## src/design/frlc_pkg.sv

```systemverilog
package frlc_pkg;

  localparam int DEPTH_DEFAULT = 16;
  localparam int ADDR_W        = 32;
  localparam int COUNT_OUT_W   = 5;
  localparam int FUNC_W        = 2;
  localparam int STATUS_W      = 2;

  localparam logic [FUNC_W-1:0] FUNC_CLEAR  = 2'd0;
  localparam logic [FUNC_W-1:0] FUNC_APPEND = 2'd1;
  localparam logic [FUNC_W-1:0] FUNC_CUT    = 2'd2;

  localparam logic [STATUS_W-1:0] ST_OK      = 2'd0;
  localparam logic [STATUS_W-1:0] ST_FULL    = 2'd1;
  localparam logic [STATUS_W-1:0] ST_NOMATCH = 2'd2;

endpackage

```

## src/design/frlc_ram.sv

```systemverilog
module frlc_ram #(
  parameter int WIDTH = 32,
  parameter int DEPTH = 16
) (
  input  logic                     clk,
  input  logic                     we,
  input  logic [$clog2(DEPTH)-1:0] waddr,
  input  logic [WIDTH-1:0]         wdata,
  input  logic [$clog2(DEPTH)-1:0] raddr,
  output logic [WIDTH-1:0]         rdata
);

  logic [WIDTH-1:0] mem [DEPTH];

  always_ff @(posedge clk) begin
    if (we) begin
      mem[waddr] <= wdata;
    end
    rdata <= mem[raddr];
  end

endmodule

```

## src/design/free_range_list_cutter.sv

```systemverilog
// Free range list cutter: holds an ordered list of up to LIST_DEPTH free
// address ranges (inclusive first and last address) in two small RAMs and
// answers every input transfer with exactly one result transfer carrying the
// entry count after the operation (modulo 32) and a status code. A cut walks
// the list through the single RAM read port: one pass looking for a start
// match, an end match and a containing entry (stopping early on a start
// match), then an entry shift for a drop or a split, then a merge pass with
// at most one more drop. The block takes no new input while a cut is under
// way; it does take one while a finished result still waits.
module free_range_list_cutter #(
  parameter int LIST_DEPTH = frlc_pkg::DEPTH_DEFAULT
) (
  input  logic                              clk,
  input  logic                              rst_n,
  input  logic                              in_valid,
  output logic                              in_stall,
  input  logic [frlc_pkg::FUNC_W-1:0]       in_func,
  input  logic [frlc_pkg::ADDR_W-1:0]       in_range_start,
  input  logic [frlc_pkg::ADDR_W-1:0]       in_range_end,
  output logic                              out_valid,
  input  logic                              out_stall,
  output logic [frlc_pkg::COUNT_OUT_W-1:0]  out_entry_count,
  output logic [frlc_pkg::STATUS_W-1:0]     out_status
);

  localparam int IDX_W = $clog2(LIST_DEPTH);
  localparam int CNT_W = $clog2(LIST_DEPTH + 1);
  localparam int AW    = frlc_pkg::ADDR_W;

  typedef enum logic [3:0] {
    S_IDLE,
    S_SCAN_RD,
    S_SCAN_CHK,
    S_CUT_APPLY,
    S_DROP_RD,
    S_DROP_WR,
    S_SPLIT_RD,
    S_SPLIT_WR,
    S_SPLIT_LO,
    S_SPLIT_HI,
    S_MERGE_RD,
    S_MERGE_CHK,
    S_DONE
  } state_t;

  state_t                           state_r, state_nxt;
  logic [CNT_W-1:0]                 count_r, count_nxt;
  logic [AW-1:0]                    s_r, s_nxt, e_r, e_nxt;
  logic [CNT_W-1:0]                 ptr_r, ptr_nxt;
  logic [CNT_W-1:0]                 k_r, k_nxt;
  logic [CNT_W-1:0]                 idx1_r, idx1_nxt, idx2_r, idx2_nxt, idx3_r, idx3_nxt;
  logic [AW-1:0]                    v1_r, v1_nxt, v2_r, v2_nxt, v3_r, v3_nxt;
  logic                             hit1_r, hit1_nxt, hit2_r, hit2_nxt, hit3_r, hit3_nxt;
  logic                             from_merge_r, from_merge_nxt;
  logic [AW-1:0]                    prev_last_r, prev_last_nxt;
  logic [frlc_pkg::STATUS_W-1:0]    status_r, status_nxt;
  logic                             out_valid_r, out_valid_nxt;
  logic [frlc_pkg::COUNT_OUT_W-1:0] out_count_r, out_count_nxt;
  logic [frlc_pkg::STATUS_W-1:0]    out_status_r, out_status_nxt;

  // RAM port controls: one read address and one write address shared by
  // both arrays, separate write enables.
  logic [IDX_W-1:0] raddr, waddr;
  logic             we_first, we_last;
  logic [AW-1:0]    wdata_first, wdata_last;
  logic [AW-1:0]    rdata_first, rdata_last;

  logic [CNT_W-1:0] k_inc, k_dec, ptr_dec, idx3_inc;

  assign k_inc    = k_r + 1'b1;
  assign k_dec    = k_r - 1'b1;
  assign ptr_dec  = ptr_r - 1'b1;
  assign idx3_inc = idx3_r + 1'b1;

  frlc_ram #(.WIDTH(AW), .DEPTH(LIST_DEPTH)) u_first_ram (
    .clk   (clk),
    .we    (we_first),
    .waddr (waddr),
    .wdata (wdata_first),
    .raddr (raddr),
    .rdata (rdata_first)
  );

  frlc_ram #(.WIDTH(AW), .DEPTH(LIST_DEPTH)) u_last_ram (
    .clk   (clk),
    .we    (we_last),
    .waddr (waddr),
    .wdata (wdata_last),
    .raddr (raddr),
    .rdata (rdata_last)
  );

  always_comb begin
    state_nxt      = state_r;
    count_nxt      = count_r;
    s_nxt          = s_r;
    e_nxt          = e_r;
    ptr_nxt        = ptr_r;
    k_nxt          = k_r;
    idx1_nxt       = idx1_r;
    idx2_nxt       = idx2_r;
    idx3_nxt       = idx3_r;
    v1_nxt         = v1_r;
    v2_nxt         = v2_r;
    v3_nxt         = v3_r;
    hit1_nxt       = hit1_r;
    hit2_nxt       = hit2_r;
    hit3_nxt       = hit3_r;
    from_merge_nxt = from_merge_r;
    prev_last_nxt  = prev_last_r;
    status_nxt     = status_r;
    out_count_nxt  = out_count_r;
    out_status_nxt = out_status_r;
    // Drop the waiting result once the far side takes it.
    out_valid_nxt  = out_valid_r && out_stall;

    raddr       = '0;
    waddr       = '0;
    we_first    = 1'b0;
    we_last     = 1'b0;
    wdata_first = '0;
    wdata_last  = '0;
    in_stall    = (state_r != S_IDLE);

    unique case (state_r)
      S_IDLE: begin
        if (in_valid) begin
          state_nxt  = S_DONE;
          status_nxt = frlc_pkg::ST_OK;
          unique case (in_func)
            frlc_pkg::FUNC_CLEAR: begin
              count_nxt = '0;
            end
            frlc_pkg::FUNC_APPEND: begin
              if (count_r < CNT_W'(LIST_DEPTH)) begin
                waddr       = count_r[IDX_W-1:0];
                we_first    = 1'b1;
                we_last     = 1'b1;
                wdata_first = in_range_start;
                wdata_last  = in_range_end;
                count_nxt   = count_r + 1'b1;
              end else begin
                status_nxt = frlc_pkg::ST_FULL;
              end
            end
            frlc_pkg::FUNC_CUT: begin
              s_nxt          = in_range_start;
              e_nxt          = in_range_end;
              ptr_nxt        = '0;
              hit1_nxt       = 1'b0;
              hit2_nxt       = 1'b0;
              hit3_nxt       = 1'b0;
              from_merge_nxt = 1'b0;
              state_nxt      = S_SCAN_RD;
            end
            default: begin
            end
          endcase
        end
      end

      S_SCAN_RD: begin
        if (ptr_r >= count_r) begin
          state_nxt = S_CUT_APPLY;
        end else begin
          raddr     = ptr_r[IDX_W-1:0];
          state_nxt = S_SCAN_CHK;
        end
      end

      S_SCAN_CHK: begin
        if (rdata_first == s_r) begin
          // A start match wins over everything: stop the pass here.
          hit1_nxt  = 1'b1;
          idx1_nxt  = ptr_r;
          v1_nxt    = rdata_last;
          state_nxt = S_CUT_APPLY;
        end else begin
          if (!hit2_r && rdata_last == e_r) begin
            hit2_nxt = 1'b1;
            idx2_nxt = ptr_r;
            v2_nxt   = rdata_first;
          end
          if (!hit3_r && s_r > rdata_first && e_r < rdata_last) begin
            hit3_nxt = 1'b1;
            idx3_nxt = ptr_r;
            v3_nxt   = rdata_last;
          end
          ptr_nxt   = ptr_r + 1'b1;
          state_nxt = S_SCAN_RD;
        end
      end

      S_CUT_APPLY: begin
        from_merge_nxt = 1'b0;
        ptr_nxt        = '0;
        priority if (hit1_r) begin
          if (e_r >= v1_r) begin
            k_nxt     = idx1_r;
            state_nxt = S_DROP_RD;
          end else begin
            waddr       = idx1_r[IDX_W-1:0];
            we_first    = 1'b1;
            wdata_first = e_r + 1'b1;
            state_nxt   = S_MERGE_RD;
          end
        end else if (hit2_r) begin
          if (s_r <= v2_r) begin
            k_nxt     = idx2_r;
            state_nxt = S_DROP_RD;
          end else begin
            waddr      = idx2_r[IDX_W-1:0];
            we_last    = 1'b1;
            wdata_last = s_r - 1'b1;
            state_nxt  = S_MERGE_RD;
          end
        end else if (hit3_r) begin
          if (count_r >= CNT_W'(LIST_DEPTH)) begin
            status_nxt = frlc_pkg::ST_FULL;
            state_nxt  = S_DONE;
          end else begin
            k_nxt     = count_r;
            state_nxt = S_SPLIT_RD;
          end
        end else begin
          status_nxt = frlc_pkg::ST_NOMATCH;
          state_nxt  = S_DONE;
        end
      end

      // Shift entries above k down by one, then shrink the list.
      S_DROP_RD: begin
        if (k_inc >= count_r) begin
          count_nxt = count_r - 1'b1;
          if (from_merge_r) begin
            state_nxt = S_DONE;
          end else begin
            ptr_nxt   = '0;
            state_nxt = S_MERGE_RD;
          end
        end else begin
          raddr     = k_inc[IDX_W-1:0];
          state_nxt = S_DROP_WR;
        end
      end

      S_DROP_WR: begin
        waddr       = k_r[IDX_W-1:0];
        we_first    = 1'b1;
        we_last     = 1'b1;
        wdata_first = rdata_first;
        wdata_last  = rdata_last;
        k_nxt       = k_inc;
        state_nxt   = S_DROP_RD;
      end

      // Open a hole above the split entry, working down from the tail.
      S_SPLIT_RD: begin
        if (k_r > idx3_inc) begin
          raddr     = k_dec[IDX_W-1:0];
          state_nxt = S_SPLIT_WR;
        end else begin
          state_nxt = S_SPLIT_LO;
        end
      end

      S_SPLIT_WR: begin
        waddr       = k_r[IDX_W-1:0];
        we_first    = 1'b1;
        we_last     = 1'b1;
        wdata_first = rdata_first;
        wdata_last  = rdata_last;
        k_nxt       = k_dec;
        state_nxt   = S_SPLIT_RD;
      end

      S_SPLIT_LO: begin
        waddr       = idx3_inc[IDX_W-1:0];
        we_first    = 1'b1;
        we_last     = 1'b1;
        wdata_first = e_r + 1'b1;
        wdata_last  = v3_r;
        state_nxt   = S_SPLIT_HI;
      end

      S_SPLIT_HI: begin
        waddr      = idx3_r[IDX_W-1:0];
        we_last    = 1'b1;
        wdata_last = s_r - 1'b1;
        count_nxt  = count_r + 1'b1;
        ptr_nxt    = '0;
        state_nxt  = S_MERGE_RD;
      end

      S_MERGE_RD: begin
        if (ptr_r >= count_r) begin
          state_nxt = S_DONE;
        end else begin
          raddr     = ptr_r[IDX_W-1:0];
          state_nxt = S_MERGE_CHK;
        end
      end

      S_MERGE_CHK: begin
        if (ptr_r != '0 && prev_last_r != '1 && prev_last_r + 1'b1 == rdata_first) begin
          // Extend the lower entry to the later end, then drop the upper one.
          waddr          = ptr_dec[IDX_W-1:0];
          we_last        = 1'b1;
          wdata_last     = rdata_last;
          k_nxt          = ptr_r;
          from_merge_nxt = 1'b1;
          state_nxt      = S_DROP_RD;
        end else begin
          prev_last_nxt = rdata_last;
          ptr_nxt       = ptr_r + 1'b1;
          state_nxt     = S_MERGE_RD;
        end
      end

      S_DONE: begin
        // Hold until the output register is free.
        if (!out_valid_r || !out_stall) begin
          out_valid_nxt  = 1'b1;
          out_count_nxt  = frlc_pkg::COUNT_OUT_W'(count_r);
          out_status_nxt = status_r;
          state_nxt      = S_IDLE;
        end
      end

      default: begin
        state_nxt = S_IDLE;
      end
    endcase
  end

  always_ff @(posedge clk) begin
    s_r          <= s_nxt;
    e_r          <= e_nxt;
    ptr_r        <= ptr_nxt;
    k_r          <= k_nxt;
    idx1_r       <= idx1_nxt;
    idx2_r       <= idx2_nxt;
    idx3_r       <= idx3_nxt;
    v1_r         <= v1_nxt;
    v2_r         <= v2_nxt;
    v3_r         <= v3_nxt;
    hit1_r       <= hit1_nxt;
    hit2_r       <= hit2_nxt;
    hit3_r       <= hit3_nxt;
    from_merge_r <= from_merge_nxt;
    prev_last_r  <= prev_last_nxt;
    status_r     <= status_nxt;
    out_count_r  <= out_count_nxt;
    out_status_r <= out_status_nxt;
    if (!rst_n) begin
      state_r     <= S_IDLE;
      count_r     <= '0;
      out_valid_r <= 1'b0;
    end else begin
      state_r     <= state_nxt;
      count_r     <= count_nxt;
      out_valid_r <= out_valid_nxt;
    end
  end

  assign out_valid       = out_valid_r;
  assign out_entry_count = out_count_r;
  assign out_status      = out_status_r;

  // The list never holds more entries than it has room for.
  a_count_bound: assert property (@(posedge clk) disable iff (!rst_n)
    count_r <= CNT_W'(LIST_DEPTH))
    else $error("entry count beyond list depth");

  // A clear transfer empties the list at once.
  a_clear_empties: assert property (@(posedge clk) disable iff (!rst_n)
    (in_valid && !in_stall && in_func == frlc_pkg::FUNC_CLEAR) |=> (count_r == '0))
    else $error("clear did not empty the list");

  // An append transfer with room grows the list by exactly one entry.
  a_append_grows: assert property (@(posedge clk) disable iff (!rst_n)
    (in_valid && !in_stall && in_func == frlc_pkg::FUNC_APPEND &&
     count_r < CNT_W'(LIST_DEPTH)) |=> (count_r == $past(count_r) + 1'b1))
    else $error("append did not add one entry");

endmodule
```

## config.mk

```make
export PLATFORM = sky130hd
export DESIGN_NAME = free_range_list_cutter
export DESIGN_NICKNAME = d
export VERILOG_FILES = /design/src/design/frlc_pkg.sv /design/src/design/frlc_ram.sv /design/src/design/free_range_list_cutter.sv
export SDC_FILE = /design/constraint.sdc
export NUM_CORES = 2
export LEC_CHECK = 0
export BUFFER_PORTS_ARGS = -buffer_cell sky130_fd_sc_hd__buf_2
export CORE_MARGIN = 5
export CORE_UTILIZATION = 35
export CTS_CLUSTER_SIZE = 8
export DETAILED_ROUTE_END_ITERATION = 6
export HOLD_SLACK_MARGIN = 0.1
export PLACE_DENSITY = 0.48
export SYNTH_ARGS = -nofsm -noshare
export SYNTH_HDL_FRONTEND = slang
export SYNTH_SLANG_ARGS = --single-unit
```

## constraint.sdc

```tcl
create_clock -name clk -period 6.98 [get_ports clk]
set_clock_uncertainty 0.15 [all_clocks]
set_input_delay 0.349 -clock clk [delete_from_list [all_inputs] [get_ports clk]]
set_output_delay 0.349 -clock clk [all_outputs]
set_load 0.03 [all_outputs]
```

==> results.txt <==
----------------------------------------------------
[Run status]
  Result of the run ... completed

[Finish]
  Footprint of the flip-flops and latches ... 0.0391 sq mm
  Layout overhead on the synthesized area ... 16.8%
  Finished Cell Area ... 0.0669 sq mm
  Fraction of final layout cells sized beyond drive strength 1 ... roughly 9.9%
  Fill cell total of the finished layout ... 15164
  Final standard cell count with taps included and fillers excluded ... 6821
  Net count of the finished layout ... roughly 4700
  Area of the multi-input gates ... between 0.015 and 0.02 sq mm

[Global routing]
  Global-route usage over all layers ... ~20%
  Largest net degree at the start of global routing ... 146
  Via count of the first global-routing pass ... 35110
  Antenna violations before repair ... 7
  Global-route wire length before repair ... between 200000 and 300000 um
  Overall overflow remaining after global route ... 0

[Logic synthesis]
  Count of flip-flops with a built-in enable after synthesis ... 1254
  Synth cell count leaders ... 1254 x edfxtp_1, 473 x nor2_1, 347 x nand2_1
  Leading register cell type out of synthesis ... edfxtp_1
  Share of the yosys chip area belonging to registers ... 68.4%
  Number of warnings issued by yosys ... 0
  Synthesized instance count ... 4263
  Net Count, Synth ... ~4500
  Post-synth design cell area ... 0.0572 sq mm
  Dominant cell by count in the synthesized netlist ... edfxtp_1
  Async S/R FF share, synth ... 0%
  Synth area leader ... edfxtp_1
  Leading post-synthesis cells by cell area ... edfxtp_1 66%, mux2i_1 4.6%, ha_1 3.4%
  Post-synthesis register bit count ... between 1000 and 1500
  Area share of the leading cell type in the synthesized netlist ... 65.8%
  Post-synthesis cell type count ... 76
  Mean area per synthesized cell ... 13.4 sq um

[Floorplanning]
  Vertical extent of the die ... 414 um
  Core region area ... 0.163 sq mm
  Row count ... 148
  Effective utilization at floorplan ... 35.2%
  Number of primary I/O pins ... 79
  Total Die Area ... ~0.17 sq mm
  Die Width ... 414 um

[Power]
  Switching power of the nets ... 8.10 mW
  Part of the power in registers ... 44.2%
  Pwr per Cell Area ... 377 mW/mm^2
  Clock power share ... 33.2%
  Share of total power consumed by net switching ... roughly a third
  Combinational Power Share ... 22.6%
  Cell-internal power ... about 17 mW
  Leakage power total ... 22.5 nW
  Total power consumption of the routed design ... ~25 mW
  Largest vdd supply drop ... between 0.0002 and 0.00025 V

[Route]
  Routed len/inst ... 25.8 um
  Average vias per placed instance ... approximately 5.3
  Detailed-router iteration count before antenna repair ... 6
  Total number of vias ... 36166
  Iteration-0 DRC Markers ... between 3000 and 4000
  Final ANT Viol Nets ... 0
  Number of remaining DRC errors ... 0
  Total Wirelength ... 176000 um

[Critical path]
  Worst-path cell with the longest stage delay ... nor2_4
  Critical Path Fanout Max ... 21
  Worst Path Buf+Inv ... 1
  Endpoint type of the worst setup path ... register
  CP arrival ... between 6000 and 7000 ps
  Cell family contributing the most delay on the critical path ... compound AO/OA/AOI/OAI gates
  Endpoint required time on the critical path ... 7310 ps
  Slowest Stage Delay on Critical Path ... ~900 ps
  Ordered cell list for the critical path ... ha_1 -> a21o_1 -> a21o_1 -> a2111oi_0 -> o21ai_0 -> a211oi_1 -> a211oi_1 -> a22oi_1 -> o21ai_1 -> nor2_4 -> buf_4
  Worst setup path category ... reg2reg
  Launching element type of the critical path ... register

[CTS]
  TritonCTS clock tree ... built
  Number of buffers inserted to repair setup after CTS ... 0
  CTS buffer count ... approximately 180
  Clock root buffer master ... clkbuf_16
  Clock transition time at the flip-flop clock pins of the worst setup and hold paths ... 60 ps
  Clock network latency to the later pin of the worst-skew pair ... 800 ps
  Sinks on the clock net ... 1328
  Post-CTS resize count ... 0
  Maximum count of clock buffers along a single path ... 3
  Number of buffers added to fix hold violations after cts ... 71
  Maximum level of the CTS H-tree ... 4

[Placed design]
  Cells after DPL ... 6414
  Cell area reported after detailed placement ... ~0.06 sq mm
  Routability-driven placement congestion ratio ... 0.913
  HPWL Detailed ... ~110000 um
  IO buf count ... about 80

[STA]
  RSZ-0062 raised after global routing ... false
  Total Neg Setup Slack ... 0 ps
  Worst hold slack across all endpoints ... 180 ps
  Final setup viols ... 0
  Transition time at the pin with the least slew margin ... 1370 ps
  Worst rel slew slack ... 8.24%
  Minimum clock period ... 5680 ps
  Final period util ... between 80% and 90%
  Final hold viol count ... 0
  Maximum clock frequency ... between 150 and 200 MHz
  Final number of max-transition violations ... 0

[Flow run]
  Total of max-cap violations ... 0

[Hold path]
  Type of the worst min-delay path ... in2reg

----------------------------------------------------
## sequential cells by signal, indices dropped and copies added, names as in the netlist, 2 cells and up
register	cells
out_entry_count	5
s_r	32
count_r	5
idx2_r	5
u_last_ram.mem	512
u_first_ram.mem	512
k_r	5
v3_r	32
v2_r	32
idx1_r	5
prev_last_r	32
state_r	4
v1_r	32
e_r	32
status_r	2
out_status	2
u_last_ram.rdata	32
ptr_r	5
idx3_r	5
u_first_ram.rdata	32
## metrics by stage
stage	utilization (%)	setup WS, ps
3_5_place_dp	37.4	1360
5_1_grt	41.1	983
2_1_floorplan	-	27.2
6_report	41.1	1300
4_1_cts	41.1	1330
3_3_place_gp	37.4	1310
## placed cells by master, fill, tap and decap left out, types with 33 or more instances in the layout
master         netlist  layout
edfxtp_1          1254    1254
nor2_1             473     464
ha_1               154     154
nand3b_1            67      67
clkbuf_16            0     186
xor2_1              59      59
a21o_1              38      38
a221o_1             33      33
inv_1              156     155
o221ai_1            68      67
dlygate4sd3_1        0      71
o21ai_0            201     187
nand4_1             53      53
nand3_1            173     173
buf_2               47      78
dfxtp_1             74      74
clkbuf_1           157     135
a22oi_1            168     168
xnor2_1             45      45
buf_4                0      99
nand2_1            347     346
mux2i_1            264     264
a21oi_1             78      78
nor3_1              57      36
## power by group through the flow
| stage | logic (mW) | clock network (mW) | registers [mW] |
|---|---|---|---|
| floorplan | 3.64 | 0 | 10.8 |
| global placement | 5.63 | 0 | 11.3 |
| detailed placement | 5.65 | 0 | 11.3 |
| CTS | 5.72 | 8.55 | 11.1 |
| global route | 6.27 | 8.91 | 11.2 |
| finish | 5.70 | 8.35 | 11.1 |
## worst register-to-register path, cell delays in order, from the launching register on
cell	delay, ps
edfxtp_1	490
ha_1	360
a21o_1	180
a21o_1	170
a2111oi_0	550
o21ai_0	570
a211oi_1	740
a211oi_1	270
a22oi_1	230
o21ai_1	380
nor2_4	900
buf_4	370
## logic make-up (layout without fill, tap and decap cells)
family / after synthesis / count (layout) / synth area share, %
fa+ha+maj: 154 / 154 / 3.37
compound gates: 726 / 726 / 8.76
simple gates: 1317 / 1317 / 10.7
xor+xnor: 104 / 104 / 1.59
other cells: 0 / 1 / 0
mux: 264 / 264 / 4.62
flops: 1328 / 1328 / 68.4
buf+inv: 370 / 752 / 2.57
## area by class of cell
type / instances / area share, %
inverter: 156 / 0.876
clock inverter: 14 / 0.313
multi-input combinational: 2565 / 25.3
clock buffer: 321 / 7.72
timing repair buffer: 261 / 3.15
tap: 2175 / 4.07
antenna: 1 / 0.00374
sequential: 1328 / 58.5
## path summary, 6_finish.rpt
path | from | to | slack [ps] | cells after the start
max | e_r[9] | u_first_ram.mem[3][16] | 1300 | 11
min reg2reg | status_r[0] | out_status[0] | 270 | 0
min | in_range_end[22] | e_r[22] | 180 | 2
max reg2reg | e_r[9] | u_first_ram.mem[3][16] | 1300 | 11
## metal layers
metal	wire, um	vias up	GRT usage (%)
met2	83500	1174	32.7
met3	10200	230	3.49
met5	13	-	0
met4	4920	2	5.94
li1	-	16618	-
met1	77400	18142	27.4
Power figures use the tool's default switching activity.
